===== config.mk =====
export PLATFORM = sky130hd
export DESIGN_NAME = plm_alu
export DESIGN_NICKNAME = d
export VERILOG_FILES = /design/src/hw/rtl/plm_pkg.sv /design/src/hw/rtl/plm_alu.sv
export SDC_FILE = /design/constraint.sdc
export NUM_CORES = 1
export LEC_CHECK = 0
export CAP_MARGIN = 30
export CORE_ASPECT_RATIO = 1.1
export CORE_MARGIN = 3
export CORE_UTILIZATION = 65
export DETAILED_ROUTE_END_ITERATION = 7
export DONT_BUFFER_PORTS = 1
export GPL_ROUTABILITY_DRIVEN = 0
export GPL_TIMING_DRIVEN = 0
export PLACE_DENSITY = 0.87
export SLEW_MARGIN = 10
export SYNTH_ARGS = -nofsm -noshare
export SYNTH_HDL_FRONTEND = slang
export SYNTH_SLANG_ARGS = --single-unit

===== constraint.sdc =====
create_clock -name vclk -period 3.59
set_input_delay 0.1795 -clock vclk [all_inputs]
set_output_delay 0.1795 -clock vclk [all_outputs]
set_load 0.1 [all_outputs]

===== src/hw/rtl/plm_pkg.sv =====
// ----------------------------------------------------------------------------
// plm_pkg
// Shared types, codes and helper functions of the posting list merge block.
// ----------------------------------------------------------------------------
`default_nettype none
package plm_pkg;

  localparam int ID_W  = 32;
  localparam int SC_W  = 32;
  localparam int CMD_W = 2;
  localparam int CFG_INDEX_W = 2;
  localparam int CFG_DATA_W  = 32;
  localparam int BANK_W = 2;

  typedef enum logic [CMD_W-1:0] {
    CMD_LOAD        = 2'd0,
    CMD_CLOSE_RANGE = 2'd1,
    CMD_CLOSE_GROUP = 2'd2,
    CMD_FINISH      = 2'd3
  } cmd_e;

  typedef enum logic [CFG_INDEX_W-1:0] {
    CFG_FILTER_ENABLE = 2'd0,
    CFG_SCORE_FLOOR   = 2'd1,
    CFG_SCORE_CEILING = 2'd2
  } cfg_index_e;

  typedef logic [BANK_W-1:0] bank_t;

  // Bank 0 always holds the open range list; banks 1 to 3 are shared by
  // the key group, the answer and the output of a merge in progress.
  localparam bank_t RANGE_BANK = 2'd0;
  localparam bank_t BANK_ONE   = 2'd1;
  localparam bank_t BANK_TWO   = 2'd2;
  localparam bank_t BANK_THREE = 2'd3;

  typedef struct packed {
    logic [ID_W-1:0] id;
    logic [SC_W-1:0] sc;
  } entry_t;

  typedef struct packed {
    logic            id_eq;
    logic            id_lt;
    logic            a_first;
    logic [SC_W-1:0] sum;
  } alu_res_t;

  // True when entry a ranks ahead of entry b: higher score, then lower id.
  function automatic logic ranks_before(entry_t a, entry_t b);
    if (a.sc != b.sc) return a.sc > b.sc;
    return a.id < b.id;
  endfunction

  // A list bank that is neither of the two banks in use.
  function automatic bank_t free_bank(bank_t g, bank_t a);
    if (g != BANK_ONE && a != BANK_ONE) return BANK_ONE;
    if (g != BANK_TWO && a != BANK_TWO) return BANK_TWO;
    return BANK_THREE;
  endfunction

endpackage
`default_nettype wire


===== src/hw/rtl/plm_alu.sv =====
// ----------------------------------------------------------------------------
// plm_alu
// Shared compare and saturating add unit for two list entries.
// ----------------------------------------------------------------------------
`default_nettype none
module plm_alu (
  input  wire plm_pkg::entry_t a,
  input  wire plm_pkg::entry_t b,
  output plm_pkg::alu_res_t    res
);
  import plm_pkg::*;

  logic [SC_W:0] wide_sum;

  assign wide_sum    = {1'b0, a.sc} + {1'b0, b.sc};
  assign res.sum     = wide_sum[SC_W] ? {SC_W{1'b1}} : wide_sum[SC_W-1:0];
  assign res.id_eq   = (a.id == b.id);
  assign res.id_lt   = (a.id < b.id);
  assign res.a_first = ranks_before(a, b);

endmodule
`default_nettype wire

# --- Word level (Yosys, flattened, before mapping) ---
# Index checks and enable logic that the tools add are counted.
classes:
  add_sub_neg: 1
  n_mul: 0
  n_div: 0
  order_cmp: 2
  eq_ne: 2
  shift: 0
  n_mux: 4
  bitwise: 0
  reduce_logical: 0
op_table:
  columns: ["cell", "count"]
  rows:
  - ["$add A32 B32 Y33", 1]
  - ["$eq A32 B32 Y1", 1]
  - ["$gt A32 B32 Y1", 1]
  - ["$lt A32 B32 Y1", 1]
  - ["$mux W32", 1]
  - ["$ne A32 B32 Y1", 1]
  - ["$mux W1", 3]
totals:
  register_bits: 0
  latchBits: 0
  ram_bits: 0
  mem_bits_ro: 0
  inputBits: 128
  output_inout_bits: 35
  word_cells: 9
  memories: 0

# --- Longest topological paths before layout ---
logic_depth:
  word_depth: 3
  mapped_depth: 14

# --- Least setup slack after synthesis ---
# Ideal clock, no wire load.
synth_timing:
  kind: "in2out"
  startpoint: "input port a[0] (netlist name)"
  endpoint: "output port res[30] (netlist name)"
  t_arrival_ns: 3.663
  slack_ns: -0.253
  cell_stages: 11
  cell_sequence: "ha_1 > fa_1 > nand2b_1 > a21oi_1 > o211a_1 > o211ai_2 > a31oi_1 > a211o_1 > a211oi_2 > o21ai_1 > mux2i_1"
synth_lines:
  columns: ["item", "line_no", "rtl"]
  rows:
  - ["from (decl)", "plm_alu.sv:7", "input wire plm_pkg::entry_t a,"]
  - ["to (decl)", "plm_alu.sv:9", "output plm_pkg::alu_res_t res"]

==> metrics.cfg <==
[floorplanning]
initial_core_util_pct = 68.2
row_count = 27
die_y_um = 82.7
die_area_um2 = 6270
ioPinCount = 163
die_x_um = 75.8
core_um2 = 5100

[global_routing]
grt_pass1_wl_um = 13500
grt_max_degree = 11
grt_overflow = 0
antenna_found_initial = 0
globalRouteTotalUtil_pct = 26.3
grt_pass1_vias = 3302

[setup_path]
worst-path-buf-inv = 1
crit_path_end_kind = output port
cpMaxStageDelayCell = mux2i_4
cp-start-kind = input pin
criticalPathCategory = input pin to output port
cp_max_fo = 6
cp.arrival_ns = 3.27
crit_chain = inv_1 > ha_1 > nor2b_1 > o21a_1 > o31ai_1 > a21oi_2 > a31oi_1 > o211a_1 > o41ai_2 > a41oi_1 > mux2i_4
critPathRequiredTime_ns = 3.41
crit_family = compound AO/OA/AOI/OAI gates
critPathMaxStageDelay_ns = 0.77

[timing]
period_share_pct = 96.1
final_hold_viol_count = 0
max-slew-margin-rel_pct = 31.9
finalWorstSetupSlack_ns = 0.139
final_period_minus_worst_setup_slack_ns = 3.45
fmax_mhz = 290
worst_pin_slew_ns = 1.02
setup_viol_count_final = 0
whs_ns = 0.865
rsz0062_at_grt = false
drv_slew = 0

[route]
vias_per_cell = 6.13
vias = 3585
initialDrtViolationCount = 117
detail-route-antenna-nets = 0
wirelength_um = 9000
post_drt_wl_per_cell_um = 15.4
drc = 0
drt-pass1-iter-count = 4

[placement]
numPortBuffers = 0
dpl.hpwl_um = 8010
dp_slack_ns = 0.131

[synth]
synth_area_per_cell_um2 = 6.85
netlist_instances = 508
synth_top_family_by_area = adder cells
yosysSeqAreaShare_pct = 0
synthAdderAreaFrac_pct = 35.1
yosysWarnings = 0
synthSimpleGateAreaFrac_pct = 19.3
synthXorXnorAreaFrac_pct = 6.29
synth_nets = 733
netlist_area_um2 = 3480
synthMuxAreaShare_pct = 0.576
synthDistinctLibCells = 55
synth_compound_area_share_pct = 27.0

[finish]
area_growth_pct = 6.62
fill_cells = 401
seq_cells = 0
fin_nets = 740
nClkBuffers = 0
multiInputGateArea_um2 = 3110
final_util_pct = 72.7
register_area_um2 = 0
diodes = 0
layout-drive-gt1-share_pct = 5.07

[cts]
postCtsHoldBufs = 0
post_cts_buffers = 0

[power_and_ir_drop]
irDropWorstVdd_mv = 0.354
finalPower_mw = 1.17
swShare_pct = 78.0
p_comb_share_pct = 100.0
pwr-share-seq_pct = 0
power_density_nw_per_um2 = 316
leakage_nw = 2.01
clkPwrFrac_pct = 0
switching_power_mw = 0.914
intPower_mw = 0.257

[worst_hold_path]
hp-class = input pin to output port

[flow_run]
cap_violations = 0

[outcome]
outcome = complete, no violations

layer usage:
metal / routed length [µm] / up-vias / part of all wire [%] / global-route usage [%]
li1: - / 1751 / - / -
met1: 3380 / 1656 / 38 / 27.5
met2: 4720 / 150 / 52 / 52.1
met3: 708 / 28 / 7.9 / 4.96
met4: 188 / 0 / 2.1 / 6.12
met5: 0 / - / 0 / 0
power groups by stage:
stage | logic, mW | registers (mW) | clock network, mW
2_1_floorplan | 1.01 | 0 | 0
3_3_place_gp | 1.10 | 0 | 0
3_5_place_dp | 1.16 | 0 | 0
4_1_cts | 1.16 | 0 | 0
5_1_grt | 1.24 | 0 | 0
6_report | 1.17 | 0 | 0
stage by stage:
stage	cell area (µm²)	TNS, ns	cells
3_3_place_gp	3580	-0.404	580
2_1_floorplan	3490	0	508
3_5_place_dp	3700	0	585
4_1_cts	3700	0	585
5_1_grt	3710	0	585
6_report	3710	0	585
cell usage in the layout, fill, tap and decap left out, types with 3 or more instances in the layout:
| cell type | synthesis | final |
|---|---|---|
| ha_1 | 96 | 96 |
| inv_1 | 90 | 90 |
| a21oi_1 | 50 | 49 |
| nor2_1 | 48 | 46 |
| nand2_1 | 40 | 39 |
| xnor2_1 | 20 | 20 |
| a21o_1 | 19 | 19 |
| o21ai_0 | 19 | 18 |
| nand4_1 | 15 | 15 |
| nor2b_1 | 10 | 10 |
| o21bai_1 | 10 | 10 |
| clkbuf_1 | 7 | 7 |
| nand2b_1 | 7 | 7 |
| nor4_1 | 6 | 6 |
| nand3_1 | 6 | 6 |
| o31ai_1 | 6 | 6 |
| nor3_1 | 5 | 5 |
| xor2_1 | 5 | 5 |
| a211oi_1 | 3 | 3 |
| a31oi_1 | 3 | 3 |
| buf_8 | 0 | 3 |
logic make-up (layout without fill, tap and decap cells):
group	count (synthesis)	after routing
xor+xnor	25	25
mux	2	2
simple gates	144	144
fa+ha+maj	97	97
compound gates	137	137
buf+inv	103	108
cells in the mapped netlist (2+ instances only):
library cell / instances / share of area, %
mux2i_1: 2 / 0.58
a211oi_1: 3 / 0.65
nor4_1: 6 / 1.1
a21o_1: 19 / 4.1
nand4_1: 15 / 2.7
a211o_1: 2 / 0.50
o31ai_1: 6 / 1.3
o21a_1: 2 / 0.43
o21ai_0: 19 / 2.7
buf_6: 2 / 0.65
a31oi_1: 3 / 0.54
a21oi_1: 50 / 7.2
clkbuf_1: 7 / 0.76
inv_1: 90 / 9.7
o211a_1: 2 / 0.58
nor2b_1: 10 / 1.8
ha_1: 96 / 35
nor3_1: 5 / 0.72
nand3_1: 6 / 0.86
nand2b_1: 7 / 1.3
o211ai_1: 2 / 0.43
nand2_1: 40 / 4.3
o21bai_1: 10 / 2.2
or3_1: 2 / 0.36
xor2_1: 5 / 1.3
and3_1: 2 / 0.36
nor2_1: 48 / 5.2
xnor2_1: 20 / 5.0
worst paths after layout:
path              from  endpoint  slack, ns  depth (start not counted)
hold / removal    b[1]    res[1]       0.87                          3
setup / recovery  b[3]   res[31]       0.14                         11
tightest hold or removal path, stage by stage:
cell      delay [ns]
fa_1            0.13
nand2b_1        0.18
buf_16          0.19
repair_timing:
action / CTS / global route
hold endpoints to repair: 0 / 0
endpoints found under the setup margin: 0 / 2
gates resized for setup: 0 / 2
area by class of cell:
class                           count  share of cell area, %
Buffer                             12                   1.79
Inverter                           91                   9.21
Multi-Input combinational cell    405                   83.9
Tap cell                           72                   2.43
Timing Repair Buffer                5                   2.70
Note: power is estimated with default switching activity, not from simulation.
